--- config.mk ---
export PLATFORM = sky130hd
export DESIGN_NAME = shooter_feed_sequencer
export DESIGN_NICKNAME = d
export VERILOG_FILES = /design/src/sfs_pkg.sv /design/src/sfs_slew.sv /design/src/shooter_feed_sequencer.sv
export SDC_FILE = /design/constraint.sdc
export NUM_CORES = 2
export LEC_CHECK = 0
export BUFFER_PORTS_ARGS = -buffer_cell sky130_fd_sc_hd__clkbuf_2
export CAP_MARGIN = 10
export CELL_PAD_IN_SITES_DETAIL_PLACEMENT = 1
export CELL_PAD_IN_SITES_GLOBAL_PLACEMENT = 2
export CORE_MARGIN = 2
export CORE_UTILIZATION = 41
export CTS_BUF_LIST = sky130_fd_sc_hd__clkbuf_2 sky130_fd_sc_hd__clkbuf_4 sky130_fd_sc_hd__clkbuf_8
export DETAILED_ROUTE_END_ITERATION = 6
export GPL_TIMING_DRIVEN = 0
export PLACE_DENSITY = 0.95
export SYNTH_ARGS = -nofsm -noshare
export SYNTH_HDL_FRONTEND = slang
export SYNTH_SLANG_ARGS = --single-unit
--- constraint.sdc ---
create_clock -name clk_i -period 20.3 [get_ports clk_i]
set_input_delay 3.045 -clock clk_i [delete_from_list [all_inputs] [get_ports clk_i]]
set_output_delay 3.045 -clock clk_i [all_outputs]
set_load 0.005 [all_outputs]
--- src/sfs_pkg.sv ---
// ----------------------------------------------------------------------------
// sfs_pkg
// Shared types and constants of the shooter feed sequencer: feeder modes,
// loop select codes, register indexes and the packed stream items.
// ----------------------------------------------------------------------------
package sfs_pkg;

  // Feeder mode codes carried in an input request; codes above reverse are invalid
  typedef enum logic [2:0] {
    MODE_STOP    = 3'd0,
    MODE_SINGLE  = 3'd1,
    MODE_TRIPLE  = 3'd2,
    MODE_BURST   = 3'd3,
    MODE_REVERSE = 3'd4
  } feed_mode_e;

  // Feeder control loop selected for a tick
  typedef enum logic [2:0] {
    LOOP_HOLD    = 3'd0,
    LOOP_STOP    = 3'd1,
    LOOP_SINGLE  = 3'd2,
    LOOP_TRIPLE  = 3'd3,
    LOOP_BURST   = 3'd4,
    LOOP_REVERSE = 3'd5
  } loop_sel_e;

  // Configuration register indexes
  typedef enum logic [2:0] {
    REG_SHOT_ANGLE_STEP   = 3'd0,
    REG_SINGLE_DEAD_TICKS = 3'd1,
    REG_TRIPLE_DEAD_TICKS = 3'd2,
    REG_SLEW_PER_TICK     = 3'd3,
    REG_RATE_GAIN         = 3'd4,
    REG_FRICTION_SPEED_A  = 3'd5,
    REG_FRICTION_SPEED_B  = 3'd6,
    REG_FRICTION_SPEED_C  = 3'd7
  } cfg_reg_e;

  localparam int unsigned CfgAddrWidth = 3;
  localparam int unsigned CfgDataWidth = 32;

  // Speed command stays between zero and rate * gain (10 x 16 bits)
  localparam int unsigned SpeedWidth = 26;

  // Friction speed for the default speed class
  localparam logic signed [31:0] DefaultFrictionSpeed = 32'sd0;

  // Reset values of the configuration registers
  localparam logic [23:0] ShotAngleStepRst   = 24'd9216;
  localparam logic [15:0] SingleDeadTicksRst = 16'd4000;
  localparam logic [15:0] TripleDeadTicksRst = 16'd8000;
  localparam logic [15:0] SlewPerTickRst     = 16'd256;
  localparam logic [15:0] RateGainRst        = 16'd1024;

  // Input request, first field in the lowest bits, padded to 88 bits
  typedef struct packed {
    logic [6:0]         pad;
    logic [1:0]         speed_class;
    logic               friction_enable;
    logic signed [31:0] feeder_angle;
    logic [9:0]         fire_rate;
    logic [2:0]         feed_mode;
    logic               shooter_off;
    logic [31:0]        time_now;
  } in_item_t;

  // Result, first field in the lowest bits, padded to 72 bits
  typedef struct packed {
    logic [1:0]         pad;
    logic               fault;
    logic signed [31:0] friction_ref;
    logic signed [31:0] feeder_ref;
    logic               ref_written;
    logic [2:0]         loop_select;
    logic               motors_enabled;
  } out_item_t;

  localparam int unsigned InWidth  = $bits(in_item_t);
  localparam int unsigned OutWidth = $bits(out_item_t);

endpackage

--- src/sfs_slew.sv ---
// ----------------------------------------------------------------------------
// sfs_slew
// Burst speed update: moves the speed command toward fire_rate * rate_gain,
// changing it by at most slew_per_tick * elapsed ticks.
// ----------------------------------------------------------------------------
module sfs_slew (
  input  logic [9:0]                    fire_rate_i,
  input  logic [15:0]                   rate_gain_i,
  input  logic [15:0]                   slew_per_tick_i,
  input  logic [30:0]                   dt_i,
  input  logic [sfs_pkg::SpeedWidth-1:0] speed_i,
  output logic [sfs_pkg::SpeedWidth-1:0] speed_o
);
  import sfs_pkg::*;

  logic [SpeedWidth-1:0]   target;
  logic [46:0]             slew_limit;
  logic [SpeedWidth:0]     delta_clip;
  logic signed [SpeedWidth+1:0] diff;
  logic signed [SpeedWidth+1:0] delta_s;
  logic [SpeedWidth:0]     step_up;
  logic [SpeedWidth:0]     step_down;

  // Target speed and largest allowed change
  assign target     = {16'd0, fire_rate_i} * {10'd0, rate_gain_i};
  assign slew_limit = slew_per_tick_i * dt_i;

  // Clip the change: anything beyond the speed range reaches the target anyway
  assign delta_clip = (slew_limit[46:SpeedWidth] != '0)
                    ? {1'b1, {SpeedWidth{1'b0}}}
                    : {1'b0, slew_limit[SpeedWidth-1:0]};

  assign diff    = $signed({2'b00, target}) - $signed({2'b00, speed_i});
  assign delta_s = $signed({1'b0, delta_clip});

  assign step_up   = {1'b0, speed_i} + {1'b0, slew_limit[SpeedWidth-1:0]};
  assign step_down = {1'b0, speed_i} - {1'b0, slew_limit[SpeedWidth-1:0]};

  // Step toward the target, or land on it when close enough
  always_comb begin
    priority if (diff > delta_s) begin
      speed_o = step_up[SpeedWidth-1:0];
    end else if (diff < -delta_s) begin
      speed_o = step_down[SpeedWidth-1:0];
    end else begin
      speed_o = target;
    end
  end

endmodule

--- src/shooter_feed_sequencer.sv ---
// ----------------------------------------------------------------------------
// shooter_feed_sequencer
// Projectile feeder and friction wheel sequencer, one control tick per request.
// ----------------------------------------------------------------------------
// Each input request is one control tick and yields one result. The tick is
// evaluated in the cycle it is accepted and its result is held in an output
// register, so a new request is taken every cycle while the output side
// keeps up; the only limit is the single result register, which stalls the
// input when a result waits and m_axis_tready is low. Single and triple modes
// latch an angle target and a cooldown on entry, burst mode slew-limits a
// speed command, and an invalid feeder mode halts the block with the fault
// flag set until reset. Configuration writes are taken at any time and are
// meant to happen while no request is in flight.
module shooter_feed_sequencer (
  input  logic                              clk_i,
  input  logic                              rst_ni,
  // configuration write channel
  input  logic                              cfg_valid_i,
  output logic                              cfg_ready_o,
  input  logic [sfs_pkg::CfgAddrWidth-1:0]  cfg_addr_i,
  input  logic [sfs_pkg::CfgDataWidth-1:0]  cfg_data_i,
  // input stream
  input  logic                              s_axis_tvalid,
  output logic                              s_axis_tready,
  // tdata: time_now[31:0], shooter_off[32], feed_mode[35:33], fire_rate[45:36],
  //        feeder_angle[77:46], friction_enable[78], speed_class[80:79], zeros
  input  logic [sfs_pkg::InWidth-1:0]       s_axis_tdata,
  // result stream
  output logic                              m_axis_tvalid,
  input  logic                              m_axis_tready,
  // tdata: motors_enabled[0], loop_select[3:1], ref_written[4],
  //        feeder_ref[36:5], friction_ref[68:37], fault[69], zeros
  output logic [sfs_pkg::OutWidth-1:0]      m_axis_tdata
);
  import sfs_pkg::*;

  // Configuration registers
  logic [23:0]        shot_step_q;
  logic [15:0]        single_dead_q;
  logic [15:0]        triple_dead_q;
  logic [15:0]        slew_q;
  logic [15:0]        gain_q;
  logic signed [31:0] fric_a_q;
  logic signed [31:0] fric_b_q;
  logic signed [31:0] fric_c_q;

  // Tick state
  logic [2:0]             prev_mode_q, prev_mode_d;
  logic signed [31:0]     target_q, target_d;
  logic [31:0]            cd_start_q, cd_start_d;
  logic [15:0]            cd_len_q, cd_len_d;
  logic [SpeedWidth-1:0]  speed_q, speed_d;
  logic [31:0]            last_time_q, last_time_d;
  logic                   halted_q, halted_d;

  // Output register
  logic      out_valid_q;
  out_item_t out_q;
  out_item_t res;

  in_item_t              req;
  logic                  accept;
  logic                  bad_mode;
  logic                  cooling;
  logic [31:0]           since_cd;
  logic [SpeedWidth-1:0] speed_base;
  logic [31:0]           time_base;
  logic [SpeedWidth-1:0] burst_speed_in;
  logic [31:0]           burst_time_in;
  logic [31:0]           dt_raw;
  logic [30:0]           dt;
  logic [SpeedWidth-1:0] burst_speed;
  logic [25:0]           step3;
  logic [25:0]           addend;
  logic signed [33:0]    shot_sum;
  logic signed [31:0]    shot_sat;
  logic signed [31:0]    fric_lookup;

  assign req         = in_item_t'(s_axis_tdata);
  assign cfg_ready_o = 1'b1;

  // Take a request whenever the result register is free or being drained
  assign s_axis_tready = !out_valid_q || m_axis_tready;
  assign accept        = s_axis_tvalid && s_axis_tready;
  assign m_axis_tvalid = out_valid_q;
  assign m_axis_tdata  = out_q;

  // Configuration writes; unknown indexes cannot occur with a 3-bit index
  always_ff @(posedge clk_i or negedge rst_ni) begin
    if (!rst_ni) begin
      shot_step_q   <= ShotAngleStepRst;
      single_dead_q <= SingleDeadTicksRst;
      triple_dead_q <= TripleDeadTicksRst;
      slew_q        <= SlewPerTickRst;
      gain_q        <= RateGainRst;
      fric_a_q      <= '0;
      fric_b_q      <= '0;
      fric_c_q      <= '0;
    end else if (cfg_valid_i && cfg_ready_o) begin
      unique case (cfg_reg_e'(cfg_addr_i))
        REG_SHOT_ANGLE_STEP:   shot_step_q   <= cfg_data_i[23:0];
        REG_SINGLE_DEAD_TICKS: single_dead_q <= cfg_data_i[15:0];
        REG_TRIPLE_DEAD_TICKS: triple_dead_q <= cfg_data_i[15:0];
        REG_SLEW_PER_TICK:     slew_q        <= cfg_data_i[15:0];
        REG_RATE_GAIN:         gain_q        <= cfg_data_i[15:0];
        REG_FRICTION_SPEED_A:  fric_a_q      <= $signed(cfg_data_i);
        REG_FRICTION_SPEED_B:  fric_b_q      <= $signed(cfg_data_i);
        REG_FRICTION_SPEED_C:  fric_c_q      <= $signed(cfg_data_i);
        default: ;
      endcase
    end
  end

  // Shooter off clears the speed command before the mode logic
  assign speed_base = req.shooter_off ? '0 : speed_q;
  assign time_base  = req.shooter_off ? req.time_now : last_time_q;

  assign bad_mode = halted_q || (req.feed_mode > MODE_REVERSE);
  assign since_cd = req.time_now - cd_start_q;
  assign cooling  = since_cd < {16'd0, cd_len_q};

  // Burst entry restarts the command; a clock gone backward gives no time
  assign burst_speed_in = (prev_mode_q != MODE_BURST) ? '0 : speed_base;
  assign burst_time_in  = (prev_mode_q != MODE_BURST) ? req.time_now : time_base;
  assign dt_raw         = req.time_now - burst_time_in;
  assign dt             = dt_raw[31] ? '0 : dt_raw[30:0];

  sfs_slew u_slew (
    .fire_rate_i     (req.fire_rate),
    .rate_gain_i     (gain_q),
    .slew_per_tick_i (slew_q),
    .dt_i            (dt),
    .speed_i         (burst_speed_in),
    .speed_o         (burst_speed)
  );

  // Shot target: angle plus one or three steps, saturated at the positive end
  assign step3    = {1'b0, shot_step_q, 1'b0} + {2'b00, shot_step_q};
  assign addend   = (req.feed_mode == MODE_TRIPLE) ? step3 : {2'b00, shot_step_q};
  assign shot_sum = {{2{req.feeder_angle[31]}}, req.feeder_angle} + $signed({8'd0, addend});
  assign shot_sat = (!shot_sum[33] && (shot_sum[32:31] != 2'b00))
                  ? 32'sh7FFF_FFFF : shot_sum[31:0];

  // Friction wheel speed by class
  always_comb begin
    unique case (req.speed_class)
      2'd0:    fric_lookup = fric_a_q;
      2'd1:    fric_lookup = fric_b_q;
      2'd2:    fric_lookup = fric_c_q;
      default: fric_lookup = DefaultFrictionSpeed;
    endcase
  end

  // Evaluate one tick: next state and result
  always_comb begin
    prev_mode_d = prev_mode_q;
    target_d    = target_q;
    cd_start_d  = cd_start_q;
    cd_len_d    = cd_len_q;
    speed_d     = speed_q;
    last_time_d = last_time_q;
    halted_d    = halted_q;

    res                = '0;
    res.motors_enabled = !req.shooter_off;
    res.loop_select    = LOOP_STOP;
    res.ref_written    = 1'b1;
    res.feeder_ref     = '0;
    res.friction_ref   = req.friction_enable ? fric_lookup : 32'sd0;
    res.fault          = 1'b0;

    if (bad_mode) begin
      // Halt: freeze state, report the fault
      halted_d           = 1'b1;
      res.motors_enabled = 1'b0;
      res.loop_select    = LOOP_STOP;
      res.ref_written    = 1'b0;
      res.friction_ref   = '0;
      res.fault          = 1'b1;
    end else begin
      prev_mode_d = req.feed_mode;
      speed_d     = speed_base;
      last_time_d = time_base;
      priority if (cooling && (req.feed_mode == MODE_SINGLE ||
                               req.feed_mode == MODE_TRIPLE)) begin
        // Hold the latched target while cooling
        res.loop_select = LOOP_HOLD;
        res.feeder_ref  = target_q;
      end else if (req.feed_mode == MODE_STOP) begin
        res.loop_select = LOOP_STOP;
        speed_d         = '0;
        last_time_d     = req.time_now;
      end else if (req.feed_mode == MODE_SINGLE) begin
        res.loop_select = LOOP_SINGLE;
        res.feeder_ref  = target_q;
        if (prev_mode_q != MODE_SINGLE) begin
          target_d       = shot_sat;
          cd_start_d     = req.time_now;
          cd_len_d       = single_dead_q;
          res.feeder_ref = shot_sat;
        end
      end else if (req.feed_mode == MODE_TRIPLE) begin
        res.loop_select = LOOP_TRIPLE;
        res.feeder_ref  = target_q;
        speed_d         = '0;
        last_time_d     = req.time_now;
        if (prev_mode_q != MODE_TRIPLE) begin
          target_d       = shot_sat;
          cd_start_d     = req.time_now;
          cd_len_d       = triple_dead_q;
          res.feeder_ref = shot_sat;
        end
      end else if (req.feed_mode == MODE_BURST) begin
        res.loop_select = LOOP_BURST;
        speed_d         = burst_speed;
        last_time_d     = req.time_now;
        res.feeder_ref  = $signed({{(32-SpeedWidth){1'b0}}, burst_speed});
      end else begin
        // Reverse: no feeder reference
        res.loop_select = LOOP_REVERSE;
        res.ref_written = 1'b0;
        speed_d         = '0;
        last_time_d     = req.time_now;
      end
    end
  end

  // Tick state, advanced on each accepted request
  always_ff @(posedge clk_i or negedge rst_ni) begin
    if (!rst_ni) begin
      prev_mode_q <= MODE_STOP;
      target_q    <= '0;
      cd_start_q  <= '0;
      cd_len_q    <= '0;
      speed_q     <= '0;
      last_time_q <= '0;
      halted_q    <= 1'b0;
    end else if (accept) begin
      prev_mode_q <= prev_mode_d;
      target_q    <= target_d;
      cd_start_q  <= cd_start_d;
      cd_len_q    <= cd_len_d;
      speed_q     <= speed_d;
      last_time_q <= last_time_d;
      halted_q    <= halted_d;
    end
  end

  // Result register: load on accept, drop once taken
  always_ff @(posedge clk_i or negedge rst_ni) begin
    if (!rst_ni) begin
      out_valid_q <= 1'b0;
    end else if (accept) begin
      out_valid_q <= 1'b1;
    end else if (m_axis_tready) begin
      out_valid_q <= 1'b0;
    end
  end

  always_ff @(posedge clk_i) begin
    if (accept) begin
      out_q <= res;
    end
  end

endmodule
==> impl_results.md <==
* Mapped Area at slightly above 0.05 mm2
* Ys flop type: dfrtp_1
* Clk slew on worst S/H paths at 0.07 ns
* HP Start: speed_q[9]$_DFFE_PN0P_
* Reg area at a little over 0.01 mm2
* Routed wire length at 184000 um
* Root Buffer: clkbuf_8
* F_max at ~50 MHz
* Vias/cell at around 5.8
* Cell taking the most area after synthesis: fa_1
* Period utilization at slightly below 100%
* Top cell type's share of synthesized area at roughly a fifth
* Layout Nets at between 7000 and 8000
* Final hold violation count at 0
* Dpl cells at between 7000 and 8000
* Worst min path class: reg2reg
* Actual slew at the worst max-slew pin at roughly 1.3 ns
* Avg Inst Size Synth at 8.826 um2
* Cell row count at between 100 and 150
* Synth area leaders: fa_1 (21%), dfrtp_1 (15%), ha_1 (11%), nand2_1 (5.9%), mux2_2 (5.2%)
* I/O pin count at 203
* Routability cong. at 0.9812
* Critical Path RT at between 20 and 25 ns
* DR vias at between 40000 and 50000
* DRT iter0 DRCs at 3049
* Initial antenna violation count at 12
* Ys Warns at 0
* Clk buf depth at 3
* Period minus WS final at between 15 and 20 ns
* Crit path launch type: input port
* # setup viols final at 0
* R2R Path Start: prev_mode_q[2]$_DFFE_PN0P_
* Crit path DAT at 20.24 ns
* TritonCTS Buffers at between 60 and 70
* Yosys cell types at between 100 and 150
* DRT Pass-1 Iters at 7
* First-pass GRT wire length at 283300 um
* Vias in the first global route at 47593
* PortBufs at between 150 and 200
* Post-DRT Antenna Nets at 0
* Filler cell count at 14431
* Final Max Slew Viols at 0
* Multi-input logic area at approximately 0.037 mm2
* CP max FO at 10
* Largest net degree at the start of global routing at ~110
* Die area at about 0.13 mm2
* Worst Setup End Kind: flop
* EDFF count, synth at 70
* Final core utilization at between 40% and 50%
* Post-DR wirelength/cell at ~24 um
* Seq/Total Area, Yosys at 20.48%
* GRT Util Overall at approximately 30%
* Launch point of the critical path: s_axis_tdata[32]
* DP HPWL at 151300 um
* Outcome: finished clean
* TritonCTS clock tree: yes
* P&R area growth vs syn at 9.761%
* Die Span X at 354.3 um
* Synth Register Bits at 397
* Initial core utilization at around 41%
* Max Cap Violations at 0
* Share of cells above drive strength 1 at a little under an eighth
* # clock sinks at a little under 400
* H-Tree Level Count at 3
* Total gr overflow at 0
* Core area at approximately 0.12 mm2
* Worst path max stage delay at 0.63 ns
* Crit-path most repeated cell: fa_1
* Synth async-reset ratio at between 80% and 90%
* Final instance count without filler cells at roughly 7700
* Worst Skew at around 0.048 ns
* Die extent in y at between 300 and 400 um
* Setup Crit Path Kind: in2reg
* Worst-Skew Late Latency at 0.72 ns
* Worst slew margin at 10.97%
* DRC at 0
* Worst path slowest cell: clkbuf_1
* Gate count after technology mapping at 5702
[worst max-delay path, delay by kind of cell]
family          cells  cell delay, ns
mux                 2            0.43
compound gates     22            5.70
fa+ha+maj          10            4.18
simple gates       13            3.28
buf+inv            15            3.53
[registers in the layout, indices dropped and copies added (netlist names), 24 cells and up]
name,count
fric_c_q,32
speed_q,26
shot_step_q,24
target_q,32
cd_start_q,32
fric_b_q,32
fric_a_q,32
m_axis_tdata,70
last_time_q,32
[kinds of logic after synthesis]
| group | synth area share, % |
|---|---|
| AND/OR/NAND/NOR | 16.71 |
| AO/OA/AOI/OAI | 13.76 |
| XOR/XNOR | 3.376 |
| adder cells (fa/ha/maj) | 31.59 |
| buffers and inverters | 6.999 |
| multiplexers | 7.073 |
| flip-flops | 20.48 |
| other | 0.01492 |
[per-stage QoR]
| stage | hold slack, ns | area, um2 | worst slack, ns | TNS, ns |
|---|---|---|---|---|
| 3_5_place_dp | 0.4706 | 53430 | -3.808 | -166.78 |
| 3_3_place_gp | 0.4611 | 53290 | -3.741 | -158.51 |
| 4_1_cts | 0.4857 | 55070 | 0.001361 | 0 |
| 6_report | 0.4834 | 55240 | 0.5314 | 0 |
| 5_1_grt | 0.5140 | 55230 | -0.007461 | -0.007461 |
| 2_1_floorplan | 0.4484 | 50330 | 2.512 | 0 |
[cell type report]
| class | instances | area share (%) |
|---|---|---|
| clock buffer | 98 | 2.261 |
| multi-input combinational | 4395 | 66.29 |
| timing repair buffer | 204 | 2.079 |
| sequential | 397 | 18.66 |
| clock inverter | 25 | 0.5142 |
| tap | 1625 | 3.681 |
| antenna | 7 | 0.03171 |
| inverter | 663 | 4.508 |
| buffer | 241 | 1.977 |
[cell usage in the layout (no fill, tap or decap), types with 20 or more instances in the layout]
cell type	synthesis	final
a211oi_1	43	43
a21o_1	99	99
a21oi_1	296	291
a22oi_1	30	30
a31oi_1	40	40
and2_1	131	130
and3_1	47	44
buf_2	14	21
buf_4	8	22
clkbuf_1	206	166
clkbuf_2	1	201
clkbuf_4	0	28
clkbuf_8	1	84
dfrtp_1	311	311
edfxtp_1	70	70
fa_1	521	521
ha_1	437	437
inv_1	660	660
mux2_2	233	233
mux2i_1	89	89
nand2_1	793	788
nand2b_1	52	52
nand3_1	65	65
nand4_1	46	46
nor2_1	445	440
nor2b_1	41	41
nor3_1	87	86
o211ai_1	33	33
o21a_1	45	45
o21ai_0	232	228
o21bai_1	37	37
o31ai_1	21	20
or3_1	25	25
xnor2_1	125	125
xor2_1	69	69
[cell usage after synthesis, drive strengths merged, types with 11 or more instances]
cell type and number:
nor3b 17, fa 521, or4 15, a22oi 30, and3 48, or2 18
a31oi 40, clkbuf 208, nand4 47, o21a 45, nor3 91, and2 134
nor2b 41, a21boi 12, inv 660, mux2i 89, o21bai 38, o21ai 245
a21o 100, o31ai 21, mux2 237, xnor2 125, a21oi 300, ha 437
o211ai 33, a211oi 45, o22ai 16, dfstp 16, xor2 69, dfrtp 311
a22o 11, a211o 11, nor2 445, nand2b 52, nand2 793, or3 26
nand3 66, a2111oi 13, nor4 16, edfxtp 70, buf 39
[timing repair]
item / 4_1_cts / 5_1_grt
endpoints found under the setup margin: 52 / 52
gates resized for setup: 52 / 59
hold buffers: 0 / 0
setup buffers: 2 / 6
pin swaps: 1 / 4
[final timing paths]
check | end | slack, ns | cells after the start
worst max-delay path | m_axis_tdata[12]$_SDFFCE_PP0P_ | 0.53 | 62
worst min-delay path | speed_q[9]$_DFFE_PN0P_ | 0.48 | 2
worst max register to register | m_axis_tdata[12]$_SDFFCE_PP0P_ | 2.58 | 61
worst min register to register | speed_q[9]$_DFFE_PN0P_ | 0.48 | 2
max in group asynchronous | last_time_q[3]$_DFFE_PN0P_ | 16.60 | 3
min in group asynchronous | gain_q[12]$_DFFE_PN0P_ | 2.33 | 1
[layer usage]
metal,GRT usage [%],wire length [um],part of all wire (%)
met5,0,79,0.043
met4,12.36,8734,4.7
met3,4.442,11570,6.3
met2,48.32,85720,47
met1,37.98,77850,42
Power is left out: the tool's default activity adds up to more than one toggle a clock period on the data nets, which glitch-free logic cannot reach.
